## src/hdl/lfbd_pkg.sv

```systemverilog
// ----------------------------------------------------------------------------
// lfbd_pkg
// Shared constants and types of the length-framed byte deframer.
// ----------------------------------------------------------------------------
package lfbd_pkg;

    localparam logic [7:0]  HEADER_BYTE      = 8'h24;
    localparam logic [7:0]  FOOTER_BYTE      = 8'h25;
    localparam logic [14:0] MAX_LENGTH_RESET = 15'd10000;
    localparam logic [15:0] TYPE_INDEX       = 16'd5;

    localparam logic ACT_BYTE = 1'b0;
    localparam logic ACT_TICK = 1'b1;

    typedef struct packed {
        logic        frame_good;
        logic        frame_end;
        logic [7:0]  frame_type;
        logic [31:0] good_frames;
        logic [31:0] ticks_since_good;
    } result_t;

endpackage

```

## src/hdl/lfbd_core.sv

```systemverilog
// ----------------------------------------------------------------------------
// lfbd_core
// Frame hunt state and counters; result of the current input is combinational.
// ----------------------------------------------------------------------------
module lfbd_core
    import lfbd_pkg::*;
(
    input  logic        clk,
    input  logic        rst_n,
    input  logic        accept,
    input  logic        action,
    input  logic [7:0]  data_byte,
    input  logic [14:0] max_length,
    output result_t     result
);

    typedef enum logic [1:0] {
        PH_HUNT,
        PH_LEN_LOW,
        PH_LEN_HIGH,
        PH_BODY
    } phase_t;

    phase_t      phase_reg, phase_next;
    logic [7:0]  length_low_reg, length_low_next;
    logic [14:0] frame_length_reg, frame_length_next;
    logic [15:0] byte_index_reg, byte_index_next;
    logic [7:0]  type_byte_reg, type_byte_next;
    logic [31:0] good_count_reg, good_count_next;
    logic [31:0] tick_count_reg, tick_count_next;

    logic [15:0] len;
    logic        len_bad;
    logic        close;
    logic [7:0]  close_type;
    logic        is_footer;
    logic [16:0] footer_index;

    assign len          = {data_byte, length_low_reg};
    assign len_bad      = data_byte[7] || (len[14:0] > max_length);
    assign is_footer    = (data_byte == FOOTER_BYTE);
    assign footer_index = {2'b00, frame_length_reg} + 17'd2;

    always_comb
    begin
        phase_next        = phase_reg;
        length_low_next   = length_low_reg;
        frame_length_next = frame_length_reg;
        byte_index_next   = byte_index_reg;
        type_byte_next    = type_byte_reg;
        good_count_next   = good_count_reg;
        tick_count_next   = tick_count_reg;
        close             = 1'b0;
        close_type        = 8'd0;

        if (action == ACT_TICK)
        begin
            if (tick_count_reg != '1)
                tick_count_next = tick_count_reg + 32'd1;
        end
        else
        begin
            unique case (phase_reg)
                PH_LEN_LOW:
                begin
                    length_low_next = data_byte;
                    phase_next      = PH_LEN_HIGH;
                end
                PH_LEN_HIGH:
                begin
                    if (len_bad)
                    begin
                        // rescan the two length bytes for a header
                        if (length_low_reg == HEADER_BYTE)
                        begin
                            length_low_next = data_byte;
                            phase_next      = PH_LEN_HIGH;
                        end
                        else
                            phase_next = (data_byte == HEADER_BYTE) ? PH_LEN_LOW : PH_HUNT;
                    end
                    else
                    begin
                        frame_length_next = len[14:0];
                        type_byte_next    = 8'd0;
                        if (len == 16'd0)
                        begin
                            byte_index_next = 16'd2;
                            close           = 1'b1;
                            close_type      = 8'd0;
                        end
                        else
                        begin
                            byte_index_next = 16'd3;
                            phase_next      = PH_BODY;
                        end
                    end
                end
                PH_BODY:
                begin
                    if (byte_index_reg == TYPE_INDEX)
                        type_byte_next = data_byte;
                    if ({1'b0, byte_index_reg} == footer_index)
                    begin
                        close      = 1'b1;
                        close_type = (byte_index_reg == TYPE_INDEX) ? data_byte : type_byte_reg;
                    end
                    else
                        byte_index_next = byte_index_reg + 16'd1;
                end
                default:
                    phase_next = (data_byte == HEADER_BYTE) ? PH_LEN_LOW : PH_HUNT;
            endcase

            if (close)
            begin
                if (is_footer)
                begin
                    good_count_next = good_count_reg + 32'd1;
                    tick_count_next = 32'd0;
                    phase_next      = PH_HUNT;
                end
                else
                    // a wrong footer may itself open the next frame
                    phase_next = (data_byte == HEADER_BYTE) ? PH_LEN_LOW : PH_HUNT;
            end
        end
    end

    assign result.frame_end        = close;
    assign result.frame_good       = close && is_footer;
    assign result.frame_type       = close_type;
    assign result.good_frames      = good_count_next;
    assign result.ticks_since_good = tick_count_next;

    always_ff @(posedge clk or negedge rst_n)
    begin
        if (!rst_n)
        begin
            phase_reg        <= PH_HUNT;
            length_low_reg   <= 8'd0;
            frame_length_reg <= 15'd0;
            byte_index_reg   <= 16'd0;
            type_byte_reg    <= 8'd0;
            good_count_reg   <= 32'd0;
            tick_count_reg   <= 32'd0;
        end
        else if (accept)
        begin
            phase_reg        <= phase_next;
            length_low_reg   <= length_low_next;
            frame_length_reg <= frame_length_next;
            byte_index_reg   <= byte_index_next;
            type_byte_reg    <= type_byte_next;
            good_count_reg   <= good_count_next;
            tick_count_reg   <= tick_count_next;
        end
    end

endmodule

```

## src/hdl/length_framed_byte_deframer.sv

```systemverilog
// ----------------------------------------------------------------------------
// length_framed_byte_deframer
// Finds header/length/footer frames in a byte stream, counts good frames
// and timer ticks since the last good frame.
// ----------------------------------------------------------------------------
// Throughput: 1 item per cycle while the skid buffer is empty; an output register
// plus a one-entry skid buffer keep s_tready registered and let input flow while
// a result waits, and each accepted result is registered in one of the two.
// Reset: asynchronous, active low; hunting for a header, counters zero,
// max_length back to 10000, no result pending.
module length_framed_byte_deframer
    import lfbd_pkg::*;
(
    input  logic        clk,
    input  logic        rst_n,

    input  logic        cfg_we,
    input  logic [14:0] cfg_wdata,      // max_length

    input  logic        s_tvalid,
    output logic        s_tready,
    input  logic [7:0]  s_tdata,        // data_byte
    input  logic        s_tuser,        // action

    output logic        m_tvalid,
    input  logic        m_tready,
    output logic [71:0] m_tdata,        // frame_type, good_frames, ticks_since_good
    output logic        m_tlast,        // frame_end
    output logic        m_tuser         // frame_good
);

    logic [14:0] max_length_reg;
    logic        accept;
    result_t     result;

    logic        out_valid_reg;
    result_t     out_reg;
    logic        skid_valid_reg;
    result_t     skid_reg;

    assign s_tready = !skid_valid_reg;
    assign accept   = s_tvalid && s_tready;

    always_ff @(posedge clk or negedge rst_n)
    begin
        if (!rst_n)
            max_length_reg <= MAX_LENGTH_RESET;
        else if (cfg_we)
            max_length_reg <= cfg_wdata;
    end

    lfbd_core u_core
    (
        .clk        (clk),
        .rst_n      (rst_n),
        .accept     (accept),
        .action     (s_tuser),
        .data_byte  (s_tdata),
        .max_length (max_length_reg),
        .result     (result)
    );

    always_ff @(posedge clk or negedge rst_n)
    begin
        if (!rst_n)
        begin
            out_valid_reg  <= 1'b0;
            skid_valid_reg <= 1'b0;
        end
        else
        begin
            if (!out_valid_reg || m_tready)
            begin
                // output slot frees up: take skid first, else new result
                if (skid_valid_reg)
                begin
                    out_valid_reg  <= 1'b1;
                    skid_valid_reg <= 1'b0;
                end
                else
                    out_valid_reg <= accept;
            end
            else if (accept)
                skid_valid_reg <= 1'b1;
        end
    end

    always_ff @(posedge clk)
    begin
        if (!out_valid_reg || m_tready)
        begin
            if (skid_valid_reg)
                out_reg <= skid_reg;
            else if (accept)
                out_reg <= result;
        end
        if (accept && out_valid_reg && !m_tready)
            skid_reg <= result;
    end

    assign m_tvalid = out_valid_reg;
    assign m_tdata  = {out_reg.ticks_since_good, out_reg.good_frames, out_reg.frame_type};
    assign m_tlast  = out_reg.frame_end;
    assign m_tuser  = out_reg.frame_good;

    a_good_implies_end: assert property (@(posedge clk) disable iff (!rst_n)
        m_tvalid && m_tuser |-> m_tlast)
        else $error("frame_good without frame_end");

    a_type_only_on_end: assert property (@(posedge clk) disable iff (!rst_n)
        m_tvalid && !m_tlast |-> m_tdata[7:0] == 8'd0)
        else $error("frame_type nonzero outside frame end");

    a_skid_needs_out: assert property (@(posedge clk) disable iff (!rst_n)
        skid_valid_reg |-> out_valid_reg)
        else $error("skid holds data while output register empty");

    a_good_clears_ticks: assert property (@(posedge clk) disable iff (!rst_n)
        accept && result.frame_good |-> result.ticks_since_good == 32'd0)
        else $error("good frame did not clear tick count");

endmodule

```

## config.mk

```make
export PLATFORM = sky130hd
export DESIGN_NAME = length_framed_byte_deframer
export DESIGN_NICKNAME = d
export VERILOG_FILES = /design/src/hdl/lfbd_pkg.sv /design/src/hdl/lfbd_core.sv /design/src/hdl/length_framed_byte_deframer.sv
export SDC_FILE = /design/constraint.sdc
export NUM_CORES = 1
export LEC_CHECK = 0
export BUFFER_PORTS_ARGS = -buffer_cell sky130_fd_sc_hd__buf_2
export CORE_MARGIN = 3
export CORE_UTILIZATION = 55
export CTS_CLUSTER_SIZE = 8
export DETAILED_ROUTE_END_ITERATION = 10
export GPL_ROUTABILITY_DRIVEN = 0
export PLACE_DENSITY_LB_ADDON = 0.15
export SYNTH_ARGS = -nofsm -noshare
export SYNTH_HDL_FRONTEND = slang
export SYNTH_SLANG_ARGS = --single-unit
```

## constraint.sdc

```tcl
create_clock -name clk -period 5.55 [get_ports clk]
set_clock_uncertainty 0.2 [all_clocks]
set_input_delay 0.555 -clock clk [delete_from_list [all_inputs] [get_ports clk]]
set_output_delay 0.555 -clock clk [all_outputs]
set_load 0.005 [all_outputs]
```

==> results of run 1 <==
-- per-stage QoR --
step / area (um^2) / std cells
detailed placement: 14900 / 1600
CTS: 16000 / 1672
finish: 16000 / 1672
floorplan: 14200 / 1237
global route: 16000 / 1672
global placement: 14900 / 1600
-- logic make-up (layout without fill, tap and decap cells) --
logic type | Yosys count | after routing
DFF | 278 | 278
adders and majority gates | 23 | 23
buffers and inverters | 108 | 213
muxes | 115 | 115
and+or+nand+nor | 416 | 416
AOI/OAI and AO/OA | 175 | 175
xor gates and xnor gates | 122 | 122
-- metal layers --
layer | up-vias | wire length (um)
met2 | 256 | 15000
met3 | 49 | 1780
met1 | 4878 | 14300
met4 | 4 | 500
li1 | 4679 | -
met5 | - | 27
-- final cells by class --
type                            count  area, um^2
Fill cell                        2054        9210
Sequential cell                   278        7700
Multi-Input combinational cell    851        6070
Clock buffer                       69        1130
Timing Repair Buffer              115         608
Tap cell                          330         413
Inverter                           27         101
Clock inverter                      2        17.5
-- final timing paths --
| path | start | endpoint | slack, ns | cells past startpoint |
|---|---|---|---|---|
| setup reg to reg | u_core.frame_length_reg[1] | m_tdata[67] | 1.37 | 9 |
| hold reg to reg | u_core.good_count_reg[31] | u_core.good_count_reg[31] | 0.29 | 1 |
| hold / removal | cfg_wdata[11] | max_length_reg[11] | 0.05 | 3 |
| setup / recovery | u_core.frame_length_reg[1] | m_tdata[67] | 1.37 | 9 |
| min in group asynchronous | rst_n | u_core.byte_index_reg[5] | 0.40 | 2 |
| max in group asynchronous | rst_n | u_core.tick_count_reg[15] | 3.66 | 3 |
-- synth_stat cells, drive strengths merged (6+ instances only) --
cell type / number
nor2: 78
xnor2: 92
a221o: 6
dfrtp: 125
mux2i: 30
buf: 26
a21o: 6
a21oi: 18
nand3: 48
mux2: 85
and2: 13
nand4: 27
inv: 26
nand2b: 6
clkbuf: 55
edfxtp: 148
and3: 29
xor2: 29
nand2: 124
ha: 23
o31ai: 13
o21ai: 47
and4: 9
nor3: 28
nor4: 22
a22o: 51
-- worst max-delay path, cell delays in order (launching register included) --
cell     delay [ns]
dfrtp_1        0.48
ha_1           0.37
nand4_1        0.21
nor4_1         0.36
xor2_1         0.13
nor4_2         0.45
and4_1         0.59
a21oi_4        0.34
and2_1         0.38
a221o_1        0.38
-- placed cells by master (no fill, tap or decap), types with 4 or more instances in the layout --
cell type  synthesis  routed
o21ai_0           46      46
a21o_1             6       6
xor2_1            29      29
a21oi_1           17      17
clkbuf_16          0      41
dfstp_2            5       5
nand3_1           47      47
and2_1            13      13
dfrtp_1          125     125
nand2_1          123     123
a221o_1            6       6
or3_1              5       5
nor2b_1            4       4
and4_1             9       9
nand2b_1           6       6
edfxtp_1         148     148
ha_1              23      23
nor3_1            26      26
and3_1            29      29
nor4_1            21      21
clkbuf_1          55      28
mux2i_1           30      30
o31ai_1           13      13
a31oi_1            5       4
o211ai_1           5       5
nor2_1            78      77
nand4_1           27      27
inv_1             26      26
a22o_1            51      51
buf_2             16     103
nand4b_1           4       4
mux2_2            83      83
buf_4              5      11
xnor2_1           90      90
-- power breakdown --
group / internal (mW) / switching [mW] / leakage [nW] / total (mW)
Clock: 1.37 / 0.859 / 0.547 / 2.23
Sequential: 2.33 / 0.0778 / 3.12 / 2.41
Combinational: 0.179 / 0.245 / 2.90 / 0.424
Total: 3.88 / 1.18 / 6.57 / 5.06
==> flow_summary.ini, run 1 <==
[run_status]
status = completed

[power_and_ir_drop]
ir_drop_mv = 0.223
leakage_nw = 6.57
p_per_area_nw_per_um2 = 315
power_mw = 5.06

[route]
wl_per_cell_um = 18.9
antenna_left = 0
num_vias = 9866
firstDrtPassIters = 6
drc = 0
wl_um = 31700
via_per_inst = 5.90
drt_iter0_drc = 786

[die]
start_util_pct = 56.2
die_w_um = 167
pin_count = 105
die_area_um2 = 27800
die_h_um = 167
rows = 58
coreArea_um2 = 25300

[place]
io_buffer_count = 104
place.detailed.hpwl_um = 20100
dp_worst_setup_slack_ns = 1.41

[cells_and_area]
largest_reg_flops = 74
area_growth_pct = 13.0
n_antenna_cell = 0
final_util_pct = 63.5
drive_gt1_share_pct = 19.7
num-nets-final = 1365

[synthesis]
synthAdderAreaFrac_pct = 2.03
netlist_area_um2 = 14200
synth_cell_types = 73
synth_top_family_by_area = simple AND/OR/NAND/NOR gates
synth-edff-count = 148
synth_seq_cells = 278
synth.yosys.seq_area_share_pct = 54.2
yosysWarnings = 0
yosys-top-cells-area = edfxtp_1 (31%), dfrtp_1 (22%), mux2_2 (6.6%)
synth_cells = 1237
ys.flop_type = edfxtp_1
synthSimpleGateAreaFrac_pct = 14.9
syn-num-nets = 1289
synth_mux_area_share_pct = 8.85
yosys.area.top_type = edfxtp_1
synthXorXnorAreaFrac_pct = 7.73
synth-compound-area-share_pct = 9.00
synth.top_cell.area_share_pct = 31.3
avgSynthCellArea_um2 = 11.5
synthArstFlopShare_pct = 46.8

[grt]
use_met1_pct = 32.0
grtUsageMet2_pct = 37.4
met3_usage_pct = 4.18
overflow = 0
grt_max_degree = 75
busiest_layer = met2
grt_pass1_wl_um = 52400
antenna_found_initial = 2
grt_pass1_vias = 9955
gr-usage-all-layers_pct = 22.8

[sta]
maxSlewViolCount = 0
setup_viol = 0
fmax_ghz = 0.239
rsz0062_at_grt = false
post-route-min-period_ns = 4.18
setup_tns_ns = 0
layout_setup_ws_ns = 1.37
fin_worst_hold_slack_ns = 0.0531
worstMarginPinSlew_ns = 1.19
max-slew-margin-rel_pct = 20.4
fin_crit_sh_pct = 75.3
finalHoldViolCount = 0

[cts]
holdBufCountCts = 1
cts-root-buf = clkbuf_16
ctsHtreeMaxLevel = 2
clock_latency_ns = 0.52
clk_pin_slew_ns = 0.05
cts_resized = 0
postCtsSetupBuffers = 0
tritoncts = done
cts_made_buffers = 40
cts.sinks = 278
cts.path.max_buffers = 3

[job]
cap_violations = 0

[worst_setup_path]
crit_fanout = 32
startpoint_type = flip-flop
worstPathArrival_ns = 4.23
worstPathRequired_ns = 5.60
crit_type = reg -> reg
crit_path_end_kind = flip-flop

[worst_hold_path]
hold_class = in -> reg
Note: power is estimated with default switching activity, not from simulation.
==> inputs of run 2 (changes only) <==
clock period = 3.45 ns   (was 5.55 ns; I/O delays follow)
==> flow_summary.ini, run 2 (synthesis results as in run 1) <==
[run_status]
status = completed

[cells_and_area]
largest_reg_flops = 74
num-nets-final = 1426
drive_gt1_share_pct = 22.0
layout_common_cells = edfxtp_1 (148), dfrtp_1 (125), nand2_1 (123)
multiInputGateArea_um2 = 6060
layout_commonest_cell = edfxtp_1
seq_area_um2 = 7700
fillCellCount = 1972
n_antenna_cell = 0
area_growth_pct = 17.0

[cts]
postCtsSetupBuffers = 0
cts.path.max_buffers = 3
cts_made_buffers = 40
clock_latency_ns = 0.53
tritoncts = done
ctsHtreeMaxLevel = 2
cts.sinks = 278
clk_pin_slew_ns = 0.05
cts-root-buf = clkbuf_16

[power_and_ir_drop]
leakage_nw = 6.88
p_per_area_nw_per_um2 = 496
power_mw = 8.23
ir_drop_mv = 0.311

[die]
pin_count = 105
die_area_um2 = 27800
coreArea_um2 = 25300
die_h_um = 167
rows = 58
start_util_pct = 56.2
die_w_um = 167

[route]
wl_per_cell_um = 18.4
via_per_inst = 5.82
antenna_left = 0
num_vias = 10078
drc = 0
drt_iter0_drc = 713
firstDrtPassIters = 5
wl_um = 31900

[worst_hold_path]
hold_class = in -> reg

[job]
cap_violations = 0

[worst_setup_path]
startpoint_type = input pin
cp_cell_sequence = dlygate4sd3_1, buf_2, or4_4, nor3_4, nand2_2, a2111oi_2, and4_1, buf_4, nand3_1, xnor2_1, mux2_2
crit_path_end_kind = flip-flop
crit_slowest_cell = or4_4
max_stage_delay_ns = 0.59
crit_fanout = 14
crit_type = in -> reg
worstPathRequired_ns = 3.51
worstPathArrival_ns = 3.35
reg2reg_slack_ns = 0.17

[sta]
finalHoldViolCount = 0
post-route-min-period_ns = 3.28
maxSlewViolCount = 0
fin_worst_hold_slack_ns = 0.0331
fmax_ghz = 0.305
fin_crit_sh_pct = 95.1
setup_tns_ns = 0
max-slew-margin-rel_pct = 40.4
rsz0062_at_grt = false
worstMarginPinSlew_ns = 0.894
setup_viol = 0

[grt]
grt_pass1_vias = 10024
grt_pass1_wl_um = 52300
busiest_layer = met2
use_met1_pct = 31.2
overflow = 0
grtUsageMet2_pct = 38.0
met3_usage_pct = 4.08
antenna_found_initial = 1
grt_max_degree = 131
gr-usage-all-layers_pct = 22.8

[place]
io_buffer_count = 104
place.detailed.hpwl_um = 20800
-- run 2: cell types whose count changed in the layout (fill, tap and decap cells not counted), sizes merged --
cell	before	now
buf	114	156
dlygate4sd3	1	20
inv	29	27
clkbuf	69	70
clkinv	0	1
-- run 2: worst paths after layout --
path                                             from                   endpoint  cells past startpoint
setup / recovery                           s_tdata[6]                m_tdata[37]                     11
hold / removal                             s_tdata[7]   u_core.length_low_reg[7]                      2
setup reg to reg           u_core.frame_length_reg[2]                m_tdata[47]                     10
hold reg to reg             u_core.good_count_reg[31]  u_core.good_count_reg[31]                      1
max in group asynchronous                       rst_n   u_core.tick_count_reg[2]                      3
min in group asynchronous                       rst_n   u_core.byte_index_reg[8]                      3
-- run 2: where the power goes --
part	leakage, nW	switching (mW)	internal, mW
registers	3.12	0.109	3.74
clock network	0.558	1.38	2.25
logic	3.21	0.426	0.321
-- run 2: area by class of cell --
type | count | share of cell area (%)
multi-input cells | 851 | 36.5
repair buffers | 176 | 7.00
inverters | 27 | 0.610
well taps | 330 | 2.49
flip-flops and latches | 278 | 46.4
clock buffers | 70 | 6.96
clock inverters | 1 | 0.0979
-- run 2: layer usage --
metal	share of wire, %	wire length, um
met3	5.5	1770
met2	47	15100
met4	2.0	645
met1	45	14300
met5	0.022	7
-- run 2: timing repair --
| item | CTS | global route |
|---|---|---|
| hold endpoints to repair | 147 | 0 |
| setup endpoints to repair | 0 | 17 |
| resized for setup | 0 | 5 |
| hold buffers | 20 | 0 |
-- run 2: through the flow --
step | setup WS, ns | cell area [um^2] | instances | utilization (%)
after floorplan | 0.0178 | 14200 | 1237 | -
after global placement | 0.123 | 15200 | 1642 | 60.3
after detailed placement | 0.0904 | 15200 | 1642 | 60.3
after CTS | 0.0814 | 16600 | 1733 | 65.7
after global routing | 0.0127 | 16600 | 1733 | 65.8
final | 0.167 | 16600 | 1733 | 65.8
-- run 2: worst max-delay path: cells and delay by family --
kind,cells,cell delay (ns)
multiplexers,1,0.27
XOR/XNOR,1,0.17
AND/OR/NAND/NOR,5,1.31
buffers and inverters,3,0.90
AO/OA/AOI/OAI,1,0.34
